[src/sv/d2c_pkg.sv]
// Package for the delta-to-CIGAR encoder: item kinds, CIGAR operation codes,
// and the structs passed between the input stage, the core and the output stage.
// No dependencies.
`timescale 1ns / 1ps
`default_nettype none

package d2c_pkg;

  // Kind of input word. The fourth code carries no meaning and is dropped.
  typedef enum logic [1:0] {
    ITEM_BEGIN  = 2'd0,
    ITEM_DELTA  = 2'd1,
    ITEM_FINISH = 2'd2
  } item_kind_e;

  typedef enum logic [2:0] {
    CIG_M   = 3'd0,
    CIG_I   = 3'd1,
    CIG_D   = 3'd2,
    CIG_S   = 3'd3,
    CIG_H   = 3'd4,
    CIG_END = 3'd5
  } cigar_op_e;

  // One input word can produce up to four operations, always in this slot order.
  localparam int unsigned NumSlots  = 4;
  localparam int unsigned SlotIdxW  = $clog2(NumSlots);
  localparam int unsigned SlotLead  = 0;  // pending indel flush or leading clip
  localparam int unsigned SlotMatch = 1;  // M run
  localparam int unsigned SlotTail  = 2;  // trailing clip
  localparam int unsigned SlotEnd   = 3;  // end-of-record marker

  // Input word after predecode of the delta value.
  typedef struct packed {
    item_kind_e  kind;
    logic        neg;        // negative delta, or zero delta
    logic        unit;       // delta of +1 or -1
    logic [31:0] mlen;       // M length that a non-merging delta emits
    logic [31:0] addend;     // query positions that a non-merging delta consumes
    logic [31:0] start_pos;
    logic [31:0] end_pos;
    logic [31:0] total_len;
    logic        clip_kind;
  } d2c_item_t;

  typedef struct packed {
    logic      valid;
    d2c_item_t item;
  } d2c_stage_t;

  typedef struct packed {
    cigar_op_e   op;
    logic [31:0] len;
  } d2c_result_t;

  typedef struct packed {
    logic [NumSlots-1:0]        mask;
    d2c_result_t [NumSlots-1:0] slot;
  } d2c_bundle_t;

endpackage : d2c_pkg

`default_nettype wire

[src/sv/d2c_in_stage.sv]
// Input register of the delta-to-CIGAR encoder, with predecode of the delta value.
// Depends on d2c_pkg.
`timescale 1ns / 1ps
`default_nettype none

module d2c_in_stage
  import d2c_pkg::*;
(
  input  wire logic               clk_i,
  input  wire logic               rst_ni,
  input  wire logic               in_valid_i,
  output logic                    in_stall_o,
  input  wire logic [1:0]         op_i,
  input  wire logic signed [31:0] delta_value_i,
  input  wire logic [31:0]        start_pos_i,
  input  wire logic [31:0]        end_pos_i,
  input  wire logic [31:0]        total_len_i,
  input  wire logic               clip_kind_i,
  input  wire logic               advance_i,
  output d2c_stage_t              stage_o
);

  logic      valid_q, valid_d;
  d2c_item_t item_q, item_d;
  logic      accept;
  logic      zero, neg_raw;

  assign in_stall_o = valid_q && !advance_i;
  assign accept     = in_valid_i && !in_stall_o;
  assign valid_d    = accept || (valid_q && !advance_i);

  // A negative delta d emits M of |d|-1, which is ~d, and consumes |d| positions.
  // A zero delta counts as negative but never merges: M of 0, one position consumed.
  always_comb begin
    zero    = (delta_value_i == 32'sd0);
    neg_raw = delta_value_i[31];
    item_d.kind      = item_kind_e'(op_i);
    item_d.neg       = neg_raw || zero;
    item_d.unit      = (delta_value_i == 32'sd1) || (delta_value_i == -32'sd1);
    item_d.start_pos = start_pos_i;
    item_d.end_pos   = end_pos_i;
    item_d.total_len = total_len_i;
    item_d.clip_kind = clip_kind_i;
    if (zero) begin
      item_d.mlen   = 32'd0;
      item_d.addend = 32'd1;
    end else if (neg_raw) begin
      item_d.mlen   = ~delta_value_i;
      item_d.addend = ~delta_value_i + 32'd1;
    end else begin
      item_d.mlen   = delta_value_i - 32'd1;
      item_d.addend = delta_value_i - 32'd1;
    end
  end

  always_ff @(posedge clk_i or negedge rst_ni) begin
    if (!rst_ni) begin
      valid_q <= 1'b0;
    end else begin
      valid_q <= valid_d;
    end
  end

  always_ff @(posedge clk_i) begin
    if (accept) begin
      item_q <= item_d;
    end
  end

  assign stage_o.valid = valid_q;
  assign stage_o.item  = item_q;

endmodule : d2c_in_stage

`default_nettype wire

[src/sv/d2c_core.sv]
// Record state and operation generation of the delta-to-CIGAR encoder: turns one
// registered input word into a bundle of up to four operations. Depends on d2c_pkg.
`timescale 1ns / 1ps
`default_nettype none

module d2c_core
  import d2c_pkg::*;
#(
  parameter int POS_BITS = 32
) (
  input  wire logic        clk_i,
  input  wire logic        rst_ni,
  input  wire d2c_stage_t  stage_i,
  input  wire logic        ready_i,
  output logic             advance_o,
  output logic             load_o,
  output d2c_bundle_t      bundle_o
);

  localparam int WideW = (POS_BITS > 32) ? POS_BITS : 32;

  // Clamp a 32-bit position into the saturating position range.
  function automatic logic [POS_BITS-1:0] clamp_pos(input logic [31:0] x);
    logic [WideW-1:0] xw;
    xw = WideW'(x);
    return ((xw >> POS_BITS) != '0) ? '1 : xw[POS_BITS-1:0];
  endfunction

  // consumed_q already includes the pending run when that run is an insertion,
  // so a flush never has to add to it.
  logic [POS_BITS-1:0] end_hold_q, end_hold_d;
  logic                clip_hold_q, clip_hold_d;
  logic                tail_pend_q, tail_pend_d;
  logic [POS_BITS-1:0] tail_len_q, tail_len_d;
  logic                run_neg_q, run_neg_d;
  logic [POS_BITS-1:0] run_mag_q, run_mag_d;
  logic [POS_BITS-1:0] consumed_q, consumed_d;

  d2c_item_t           item;
  logic [POS_BITS-1:0] startc, endc, lenc, mlenc, addendc;
  logic                start_gt1;
  logic [POS_BITS:0]   tail_diff, fin_diff;
  logic [POS_BITS:0]   run_sum, cons1_sum, cons_sum;
  logic [POS_BITS-1:0] run_inc, cons_inc, cons_add;
  logic                run_pend, merge, fin_m, has_res;
  cigar_op_e           flush_op;

  always_comb begin
    item      = stage_i.item;
    startc    = clamp_pos(item.start_pos);
    endc      = clamp_pos(item.end_pos);
    lenc      = clamp_pos(item.total_len);
    mlenc     = clamp_pos(item.mlen);
    addendc   = clamp_pos(item.addend);
    start_gt1 = (startc[POS_BITS-1:1] != '0);
    tail_diff = {1'b0, lenc} - {1'b0, endc};
    fin_diff  = {1'b0, end_hold_q} - {1'b0, consumed_q};
    fin_m     = !fin_diff[POS_BITS] && (fin_diff[POS_BITS-1:0] != '0);

    run_sum   = {1'b0, run_mag_q} + (POS_BITS+1)'(1);
    cons1_sum = {1'b0, consumed_q} + (POS_BITS+1)'(1);
    cons_sum  = {1'b0, consumed_q} + {1'b0, addendc};
    run_inc   = run_sum[POS_BITS] ? '1 : run_sum[POS_BITS-1:0];
    cons_inc  = cons1_sum[POS_BITS] ? '1 : cons1_sum[POS_BITS-1:0];
    cons_add  = cons_sum[POS_BITS] ? '1 : cons_sum[POS_BITS-1:0];

    run_pend  = (run_mag_q != '0);
    merge     = item.unit && (!run_pend || (run_neg_q == item.neg));
    flush_op  = run_neg_q ? CIG_I : CIG_D;
  end

  always_comb begin
    bundle_o    = '0;
    end_hold_d  = end_hold_q;
    clip_hold_d = clip_hold_q;
    tail_pend_d = tail_pend_q;
    tail_len_d  = tail_len_q;
    run_neg_d   = run_neg_q;
    run_mag_d   = run_mag_q;
    consumed_d  = consumed_q;
    case (item.kind)
      ITEM_BEGIN: begin
        end_hold_d  = endc;
        clip_hold_d = item.clip_kind;
        tail_pend_d = !tail_diff[POS_BITS] && (tail_diff[POS_BITS-1:0] != '0);
        tail_len_d  = tail_diff[POS_BITS-1:0];
        run_neg_d   = 1'b0;
        run_mag_d   = '0;
        consumed_d  = start_gt1 ? (startc - POS_BITS'(1)) : '0;
        bundle_o.mask[SlotLead]     = start_gt1;
        bundle_o.slot[SlotLead].op  = item.clip_kind ? CIG_H : CIG_S;
        bundle_o.slot[SlotLead].len = 32'(startc - POS_BITS'(1));
      end
      ITEM_DELTA: begin
        if (merge) begin
          run_neg_d  = item.neg;
          run_mag_d  = run_inc;
          consumed_d = item.neg ? cons_inc : consumed_q;
        end else begin
          run_neg_d  = item.neg;
          run_mag_d  = POS_BITS'(1);
          consumed_d = cons_add;
          bundle_o.mask[SlotLead]      = run_pend;
          bundle_o.slot[SlotLead].op   = flush_op;
          bundle_o.slot[SlotLead].len  = 32'(run_mag_q);
          bundle_o.mask[SlotMatch]     = 1'b1;
          bundle_o.slot[SlotMatch].op  = CIG_M;
          bundle_o.slot[SlotMatch].len = 32'(mlenc);
        end
      end
      ITEM_FINISH: begin
        run_neg_d = 1'b0;
        run_mag_d = '0;
        bundle_o.mask[SlotLead]      = run_pend;
        bundle_o.slot[SlotLead].op   = flush_op;
        bundle_o.slot[SlotLead].len  = 32'(run_mag_q);
        bundle_o.mask[SlotMatch]     = fin_m;
        bundle_o.slot[SlotMatch].op  = CIG_M;
        bundle_o.slot[SlotMatch].len = 32'(fin_diff[POS_BITS-1:0]);
        bundle_o.mask[SlotTail]      = tail_pend_q;
        bundle_o.slot[SlotTail].op   = clip_hold_q ? CIG_H : CIG_S;
        bundle_o.slot[SlotTail].len  = 32'(tail_len_q);
        bundle_o.mask[SlotEnd]       = 1'b1;
        bundle_o.slot[SlotEnd].op    = CIG_END;
        bundle_o.slot[SlotEnd].len   = 32'd0;
      end
      default: begin
        bundle_o = '0;
      end
    endcase
  end

  // A word that yields no operation updates the state without waiting for the output.
  assign has_res   = |bundle_o.mask;
  assign advance_o = stage_i.valid && (!has_res || ready_i);
  assign load_o    = stage_i.valid && has_res && ready_i;

  always_ff @(posedge clk_i or negedge rst_ni) begin
    if (!rst_ni) begin
      end_hold_q  <= '0;
      clip_hold_q <= 1'b0;
      tail_pend_q <= 1'b0;
      tail_len_q  <= '0;
      run_neg_q   <= 1'b0;
      run_mag_q   <= '0;
      consumed_q  <= '0;
    end else if (advance_o) begin
      end_hold_q  <= end_hold_d;
      clip_hold_q <= clip_hold_d;
      tail_pend_q <= tail_pend_d;
      tail_len_q  <= tail_len_d;
      run_neg_q   <= run_neg_d;
      run_mag_q   <= run_mag_d;
      consumed_q  <= consumed_d;
    end
  end

endmodule : d2c_core

`default_nettype wire

[src/sv/d2c_out_stage.sv]
// Output side of the delta-to-CIGAR encoder; depends on d2c_pkg. Holds one operation
// bundle; its operations enter the output register one per cycle unless stalled.
`timescale 1ns / 1ps
`default_nettype none

module d2c_out_stage
  import d2c_pkg::*;
(
  input  wire logic        clk_i,
  input  wire logic        rst_ni,
  input  wire logic        load_i,
  input  wire d2c_bundle_t bundle_i,
  output logic             ready_o,
  output logic             out_valid_o,
  input  wire logic        out_stall_i,
  output logic [2:0]       cigar_op_o,
  output logic [31:0]      op_length_o,
  output logic             last_o
);

  logic [NumSlots-1:0]        mask_q, mask_d;
  d2c_result_t [NumSlots-1:0] slot_q;
  logic                       o_valid_q, o_valid_d;
  d2c_result_t                o_res_q;
  logic                       o_last_q;
  logic [SlotIdxW-1:0]        sel;
  logic [NumSlots-1:0]        rest;
  logic                       move;

  always_comb begin
    sel = '0;
    for (int i = NumSlots - 1; i >= 0; i--) begin
      if (mask_q[i]) begin
        sel = SlotIdxW'(i);
      end
    end
    rest      = mask_q;
    rest[sel] = 1'b0;
  end

  // The next bundle may enter in the same cycle that the last pending operation
  // moves to the output register.
  assign move      = (|mask_q) && (!o_valid_q || !out_stall_i);
  assign ready_o   = !(|mask_q) || (move && !(|rest));
  assign mask_d    = load_i ? bundle_i.mask : (move ? rest : mask_q);
  assign o_valid_d = move || (o_valid_q && out_stall_i);

  always_ff @(posedge clk_i or negedge rst_ni) begin
    if (!rst_ni) begin
      mask_q    <= '0;
      o_valid_q <= 1'b0;
    end else begin
      mask_q    <= mask_d;
      o_valid_q <= o_valid_d;
    end
  end

  always_ff @(posedge clk_i) begin
    if (load_i) begin
      slot_q <= bundle_i.slot;
    end
    if (move) begin
      o_res_q  <= slot_q[sel];
      o_last_q <= !(|rest);
    end
  end

  assign out_valid_o = o_valid_q;
  assign cigar_op_o  = o_res_q.op;
  assign op_length_o = o_res_q.len;
  assign last_o      = o_last_q;

endmodule : d2c_out_stage

`default_nettype wire

[src/sv/delta_to_cigar_encoder.sv]
// Channel  Direction  Handshake                  Payload
// input    in         in_valid_i / in_stall_o    op, delta_value, start_pos, end_pos,
//                                                total_len, clip_kind
// output   out        out_valid_o / out_stall_i  cigar_op, op_length, last
//
// A word is registered in the input register on acceptance; the core turns it into a
// bundle of operations, loaded into the output stage once that stage is ready. Each
// operation a word yields (zero to four; a delta word yields at most two) then takes
// its turn in the single output register, which sets the rate; a word yielding none
// never reaches the output stage. The next word may be taken meanwhile.
// Reset clears the record state to zero and empties all stages.
// A stall on the output holds the current word; the input stalls while the input
// register holds a word with operations that the output stage cannot yet take.
//
// Top level of the delta-to-CIGAR encoder. Depends on d2c_pkg, d2c_in_stage,
// d2c_core and d2c_out_stage.
`timescale 1ns / 1ps
`default_nettype none

module delta_to_cigar_encoder
  import d2c_pkg::*;
#(
  parameter int POS_BITS = 32
) (
  input  wire logic               clk_i,
  input  wire logic               rst_ni,
  input  wire logic               in_valid_i,
  output logic                    in_stall_o,
  input  wire logic [1:0]         op_i,
  input  wire logic signed [31:0] delta_value_i,
  input  wire logic [31:0]        start_pos_i,
  input  wire logic [31:0]        end_pos_i,
  input  wire logic [31:0]        total_len_i,
  input  wire logic               clip_kind_i,
  output logic                    out_valid_o,
  input  wire logic               out_stall_i,
  output logic [2:0]              cigar_op_o,
  output logic [31:0]             op_length_o,
  output logic                    last_o
);

  d2c_stage_t  stage;
  d2c_bundle_t bundle;
  logic        advance, load, ready;

  d2c_in_stage u_in_stage (
    .clk_i         (clk_i),
    .rst_ni        (rst_ni),
    .in_valid_i    (in_valid_i),
    .in_stall_o    (in_stall_o),
    .op_i          (op_i),
    .delta_value_i (delta_value_i),
    .start_pos_i   (start_pos_i),
    .end_pos_i     (end_pos_i),
    .total_len_i   (total_len_i),
    .clip_kind_i   (clip_kind_i),
    .advance_i     (advance),
    .stage_o       (stage)
  );

  d2c_core #(
    .POS_BITS (POS_BITS)
  ) u_core (
    .clk_i     (clk_i),
    .rst_ni    (rst_ni),
    .stage_i   (stage),
    .ready_i   (ready),
    .advance_o (advance),
    .load_o    (load),
    .bundle_o  (bundle)
  );

  d2c_out_stage u_out_stage (
    .clk_i       (clk_i),
    .rst_ni      (rst_ni),
    .load_i      (load),
    .bundle_i    (bundle),
    .ready_o     (ready),
    .out_valid_o (out_valid_o),
    .out_stall_i (out_stall_i),
    .cigar_op_o  (cigar_op_o),
    .op_length_o (op_length_o),
    .last_o      (last_o)
  );

endmodule : delta_to_cigar_encoder

`default_nettype wire

[config.mk]
export PLATFORM = sky130hd
export DESIGN_NAME = delta_to_cigar_encoder
export DESIGN_NICKNAME = d
export VERILOG_FILES = /design/src/sv/d2c_pkg.sv /design/src/sv/d2c_in_stage.sv /design/src/sv/d2c_core.sv /design/src/sv/d2c_out_stage.sv /design/src/sv/delta_to_cigar_encoder.sv
export SDC_FILE = /design/constraint.sdc
export NUM_CORES = 1
export LEC_CHECK = 0
export ABC_AREA = 1
export CELL_PAD_IN_SITES_DETAIL_PLACEMENT = 1
export CELL_PAD_IN_SITES_GLOBAL_PLACEMENT = 1
export CORE_UTILIZATION = 49
export DETAILED_ROUTE_END_ITERATION = 6
export DONT_BUFFER_PORTS = 1
export PLACE_DENSITY_LB_ADDON = 0.2
export SLEW_MARGIN = 30
export SYNTH_ARGS = -nofsm -noshare
export SYNTH_HDL_FRONTEND = slang
export SYNTH_SLANG_ARGS = --single-unit
[constraint.sdc]
create_clock -name clk_i -period 7.45 [get_ports clk_i]
set_clock_uncertainty 0.1 [all_clocks]
set_input_delay 1.49 -clock clk_i [delete_from_list [all_inputs] [get_ports clk_i]]
set_output_delay 1.49 -clock clk_i [all_outputs]
set_load 0.01 [all_outputs]
==> results.cfg, run 1 <==
[yosys]
synth-edff-count = 303
synth_area_leaders = edfxtp_1, nand2_1, dfrtp_1
synth_top_family_by_area = simple AND/OR/NAND/NOR gates
syn_area_per_cell_sq_um = 7.87
yosysUniqueCellTypes = 50
ys_seq_area_share_pct = 44.5
yosys.area.top_type_share_pct = 32.3
ys.flop_type = edfxtp_1
synth_xor_area_share_pct = 4.36
muxShareOfSynthArea_pct = 0
synthCells = 3574
synth-compound-area-share_pct = 10.0
async_flop_share_pct = 31.1
synth_area_leader_cell = edfxtp_1
yosys_register_bits = 440
yosys_warnings = 0
syn-cell-area_sq_um = 28100
synthSimpleGateAreaFrac_pct = 27.9
syn-num-nets = 3822
synthAdderAreaFrac_pct = 5.11

[pwr]
p_sw_mw = 6.03
leakagePower_nw = 13.4
internal_power_mw = 6.64
pwr-share-comb_pct = 47.2
power_density_nw_per_um2 = 417
power_mw = 12.7
ir_drop_v = 0.000259
pwr-share-seq_pct = 32.1
p_sw_share_pct = 47.6
p_clk_share_pct = 20.7

[hold_path]
hold_class = register to register

[clocking]
hold_buffers = 0
cts_buffer_depth = 3
cts.sinks = 440
postCtsSetupBuffers = 0
ctsRootBufferMaster = clkbuf_16
cts_made_buffers = 47
path_clk_slew_ps = 70
clk_latency_ps = 630
tritoncts = built
cts_resized = 0
cts-htree-levels = 2

[worst_setup_path]
criticalPathCategory = register to output port
crit_arrival_ps = 4340
crit_path_end_kind = output port
cp_max_fo = 6
crit_chain = inv_1 > ha_1 > nand2_1 > inv_2 > nand2_1 > nor3_1 > nand2_1 > nand2_1 > nand2_1 > nand2_1 > nand2_1 > nor2_1 > nand3_1 > nor2_1 > nand3_1 > nand2_1 > nand2_1 > nand2_1 > nand2_1 > nand2_4 > nor2_1
critPathMostFrequentCell = nand2_1
crit_slowest_cell = dfrtp_1
start_kind = register
timing.critical_path.buf_inv = 2
crit_family = simple AND/OR/NAND/NOR gates
cp.required_ps = 5860
max_stage_delay_ps = 540

[timing]
maxClockFrequency_mhz = 169
final_max_slew_viol_count = 0
min_period_over_period_pct = 79.7
setup_ws_ps = 1520
hold_viol = 0
tightest_slew_ps = 1020
rsz0062_at_grt = false
slew_headroom_pct = 32.0
setup_violations = 0
setup_tns_ps = 0
min_period_ps = 5930

[detailed_routing]
drt_first_pass_iters = 5
drt_wl_total_microns = 110000
post_drt_via_cell_ratio = 6.08
drt_first_iter_violations = 2674
vias = 26200
postRouteAntennaNets = 0
drcViolationCount = 0
wl_per_cell_microns = 25.4

[finish]
nNetsFinal = 3761
drive_gt1_share_pct = 5.21
syn_to_final_growth_pct = 7.90
final_area_sq_um = 30400
fillCellCount = 6947
finalNonFillerCells = 4310

[run_status]
status = complete, no violations

[grt]
grtUsageTotal_pct = 37.0
antenna_found_initial = 2
grt_overflow = 0
grt_max_degree = 138
grt_pass1_wl_microns = 164000
grt_pass1_vias = 26700

[flow_run]
drv_cap = 0

[placement]
hpwl_microns = 83400
place.port_buffers = 0
dp_slack_ps = 2240
gp_congestion = 1.02
place_inst = 4220
dpl_cell_area_sq_um = 28700

[floorplan]
die_y_microns = 242
row_count = 87
die_w_microns = 242
design.core.area_sq_um = 56600
die-area_sq_um = 58400
ios = 173
start_util_pct = 49.7
[Yosys cell counts (48+ instances only)]
library cell / count
nand2_1: 939
inv_1: 426
nor2_1: 317
edfxtp_1: 303
a21oi_1: 216
nand4_1: 186
nand3_1: 183
o21ai_0: 169
dfrtp_1: 137
ha_1: 110
xor2_1: 102
clkbuf_1: 97
nor3_1: 72
or2_2: 48
[placed cells by master, fill, tap and decap left out, drive strengths merged, types with 23 or more instances in the layout]
| cell | netlist | routed |
|---|---|---|
| nand2 | 940 | 940 |
| inv | 439 | 439 |
| nor2 | 322 | 322 |
| edfxtp | 303 | 303 |
| a21oi | 216 | 216 |
| nand4 | 186 | 186 |
| nand3 | 185 | 185 |
| o21ai | 173 | 173 |
| dfrtp | 137 | 137 |
| ha | 110 | 110 |
| xor2 | 102 | 102 |
| nor3 | 74 | 74 |
| clkbuf | 97 | 57 |
| or2 | 48 | 48 |
| xnor2 | 38 | 38 |
| o22ai | 25 | 25 |
| nor4 | 25 | 25 |
| a31oi | 23 | 23 |
[kinds of logic (layout without fill, tap and decap cells)]
kind of cell               count (synthesis)  count (layout)
AOI/OAI and AO/OA                        508             508
xor gates and xnor gates                 140             140
adders and majority gates                113             113
buffers and inverters                    572             550
DFF                                      440             440
other                                      0               2
and+or+nand+nor                         1801            1801
[worst register-to-register path: stages (launching register included)]
cell and delay (ps):
dfrtp_1 540, inv_1 260, ha_1 490, nand2_1 120, inv_2 70, nand2_1 130
nor3_1 420, nand2_1 140, nand2_1 140, nand2_1 90, nand2_1 70, nand2_1 50
nor2_1 100, nand3_1 80, nor2_1 200, nand3_1 120, nand2_1 170, nand2_1 120
nand2_1 70, nand2_1 130, nand2_1 150, clkinv_2 670, buf_4 680
[layout make-up]
cell class | instances | area [sq um] | area share, %
Clock inverter | 31 | 462 | 1.52
Tap cell | 756 | 946 | 3.12
Inverter | 440 | 1660 | 5.47
Multi-Input combinational cell | 2562 | 13400 | 44.0
Antenna cell | 2 | 5.00 | 0.0165
Timing Repair Buffer | 22 | 178 | 0.585
Clock buffer | 57 | 1220 | 4.03
Sequential cell | 440 | 12500 | 41.3
[stage by stage]
step	util, %	hold WS (ps)
2_1_floorplan	-	342
3_3_place_gp	50.6	360
3_5_place_dp	50.6	363
4_1_cts	53.6	379
5_1_grt	53.6	400
6_report	53.6	380
[registers in the layout, indices dropped and copies added, names as in the netlist, 3 cells and up]
signal	flops
u_in_stage.stage_o	165
u_core.tail_len_q	32
u_core.end_hold_q	32
u_out_stage.mask_q	4
u_core.consumed_q	32
u_core.run_mag_q	32
u_out_stage.cigar_op_o	3
u_out_stage.op_length_o	32
u_out_stage.slot_q	102
[metal layers]
layer / GRT usage (%) / routed length [microns] / up-vias
met3: 4.95 / 7720 / 195
met5: 0 / 13 / -
met1: 50.3 / 46400 / 13000
met2: 60.4 / 51500 / 1066
li1: - / - / 11900
met4: 13.3 / 4000 / 2
[final timing paths]
kind / from / end / slack [ps] / cells past startpoint
max: u_core.consumed_q[12]$_DFFE_PN0P_ / in_stall_o / 1520 / 21
min: u_core.tail_len_q[19]$_DFFE_PN0P_ / u_core.tail_len_q[19]$_DFFE_PN0P_ / 380 / 2
max reg2reg: u_core.consumed_q[12]$_DFFE_PN0P_ / u_out_stage.slot_q[100]$_SDFFCE_PN0P_ / 1970 / 22
min reg2reg: u_core.tail_len_q[19]$_DFFE_PN0P_ / u_core.tail_len_q[19]$_DFFE_PN0P_ / 380 / 2
max in group asynchronous: rst_ni / u_in_stage.valid_q$_DFF_PN0_ / 6380 / 0
min in group asynchronous: rst_ni / u_core.run_mag_q[28]$_DFFE_PN0P_ / 460 / 0
[power by group through the flow]
stage | combinational [mW] | clock, mW | sequential (mW)
floorplan | 3.92 | 0 | 3.85
finish | 5.98 | 2.63 | 4.06
detailed placement | 5.79 | 0 | 4.08
global placement | 5.62 | 0 | 4.04
CTS | 5.86 | 2.65 | 4.05
global route | 6.51 | 2.72 | 4.10
Power figures use the tool's default switching activity.
==> inputs of run 2 (changes only) <==
Clock period 7.45 ns to 6 ns, I/O delays scaled along.
==> run 2 against run 1 <==
Register-to-register slack got worse by 1300 ps. Utilization rose by 0.29 points. Combinational power rose by 23%. Global-route usage rose by 0.13 points. Hold slack got worse by 240 ps.
==> results.cfg, run 2 (synthesis gave the netlist of run 1 again) <==
[worst_setup_path]
timing.critical_path.buf_inv = 1
crit_family = simple AND/OR/NAND/NOR gates
max_stage_delay_ps = 600
crit_slowest_cell = dfrtp_1
crit_path_end_kind = output port
crit_arrival_ps = 4380
start_kind = register
crit_chain = ha_1 > inv_1 > fa_1 > nand3_1 > nand3_1 > nand2_1 > nand2_1 > nand2_1 > nand2_1 > nand2_1 > nand3_1 > nand2_1 > nand2_1 > nor2_1 > nand3_1 > nand2_1 > nand2_1 > nand2_1 > nand2_1 > nand2_4 > nor2_1
criticalPathCategory = register to output port
critPathMostFrequentCell = nand2_1
cp.required_ps = 4700
cp_max_fo = 18

[timing]
hold_viol = 0
min_period_over_period_pct = 94.6
worst_hold_slack_ps = 144
tightest_slew_ps = 912
rsz0062_at_grt = false
slew_headroom_pct = 38.8
maxClockFrequency_mhz = 176
min_period_ps = 5680
setup_violations = 0
setup_tns_ps = 0
final_max_slew_viol_count = 0

[grt]
grt_overflow = 0
antenna_found_initial = 4
grt_pass1_vias = 26500
grt_max_degree = 166
grt_pass1_wl_microns = 165000
grtUsageTotal_pct = 37.1

[pwr]
power_density_nw_per_um2 = 515
p_sw_mw = 7.44
leakagePower_nw = 13.5
p_sw_share_pct = 47.3
p_clk_share_pct = 20.9
pwr-share-seq_pct = 32.2
internal_power_mw = 8.28
ir_drop_v = 0.000311
pwr-share-comb_pct = 46.9

[floorplan]
ios = 173
start_util_pct = 49.7
row_count = 87
die_w_microns = 242
design.core.area_sq_um = 56600
die_y_microns = 242
die-area_sq_um = 58400

[detailed_routing]
wl_per_cell_microns = 25.5
drt_first_iter_violations = 2618
drt_first_pass_iters = 6
drt_wl_total_microns = 110000
drcViolationCount = 0
postRouteAntennaNets = 0
post_drt_via_cell_ratio = 6.08
vias = 26300

[clocking]
hold_buffers = 0
cts-htree-levels = 2
cts.sinks = 440
clk_latency_ps = 650
tritoncts = built
cts_made_buffers = 50
path_clk_slew_ps = 60
ctsRootBufferMaster = clkbuf_16
cts_resized = 0
postCtsSetupBuffers = 0
cts_buffer_depth = 3

[finish]
final_common_cell = nand2_1
syn_to_final_growth_pct = 8.48
final_cell_mix = nand2_1, inv_1, nor2_1
nNetsFinal = 3771
largest_reg_flops = 165
drive_gt1_share_pct = 5.61

[flow_run]
drv_cap = 0

[placement]
gp_congestion = 0.998
place.port_buffers = 0
hpwl_microns = 84500

[run_status]
status = complete, no violations

[hold_path]
hold_class = primary input to async pin
[run 2: cell types whose count changed in the layout (fill, tap and decap cells not counted), sizes merged]
cell | previous run | this run
clkinv | 18 | 28
clkinvlp | 4 | 3
bufinv | 10 | 7
inv | 439 | 437
clkbuf | 57 | 59
buf | 22 | 29
[run 2: power groups by stage]
stage / logic, mW / clock network (mW) / registers (mW)
after global placement: 6.94 / 0 / 5.03
after global routing: 8.05 / 3.42 / 5.10
after detailed placement: 7.17 / 0 / 5.08
after CTS: 7.24 / 3.30 / 5.03
after floorplan: 4.87 / 0 / 4.77
final: 7.37 / 3.29 / 5.06
[run 2: worst paths after layout]
check | endpoint | cells past startpoint | startpoint | slack [ps]
setup / recovery | in_stall_o | 21 | u_core.consumed_q[0]$_DFFE_PN0P_ | 320
setup reg to reg | u_in_stage.stage_o[101]$_SDFFCE_PP0P_ | 24 | u_core.consumed_q[0]$_DFFE_PN0P_ | 700
min in group clk_i | u_core.tail_len_q[12]$_DFFE_PN0P_ | 2 | u_core.tail_len_q[12]$_DFFE_PN0P_ | 380
hold / removal | u_core.run_mag_q[9]$_DFFE_PN0P_ | 0 | rst_ni | 140
max in group asynchronous | u_core.consumed_q[2]$_DFFE_PN0P_ | 0 | rst_ni | 5200
hold reg to reg | u_core.tail_len_q[12]$_DFFE_PN0P_ | 2 | u_core.tail_len_q[12]$_DFFE_PN0P_ | 380
[run 2: layer usage]
metal / vias to the layer above / track usage [%] / share of wire, % / wire, microns
li1: 11900 / - / - / -
met1: 13000 / 50.2 / 42 / 46200
met2: 1075 / 60.2 / 47 / 51800
met3: 241 / 5.09 / 6.9 / 7650
met4: 2 / 15.0 / 4.3 / 4690
met5: - / 0 / 0.012 / 13
[run 2: final cells by class]
class | instances | area (sq um)
fill | 6886 | 26100
multi-input combinational | 2562 | 13400
sequential | 440 | 12500
inverter | 440 | 1660
clock buffer | 59 | 1340
tap | 756 | 946
clock inverter | 35 | 424
timing repair buffer | 29 | 258
antenna | 2 | 5.00
[run 2: stage by stage]
step | instances | setup WS, ps | util [%] | cell area [sq um] | total power, mW
floorplan | 3574 | 275 | - | 28100 | 9.64
global placement | 4225 | 1050 | 50.7 | 28700 | 12.0
detailed placement | 4225 | 918 | 50.7 | 28700 | 12.3
CTS | 4319 | 388 | 53.8 | 30500 | 15.6
global route | 4321 | 144 | 53.9 | 30500 | 16.6
finish | 4323 | 322 | 53.9 | 30500 | 15.7
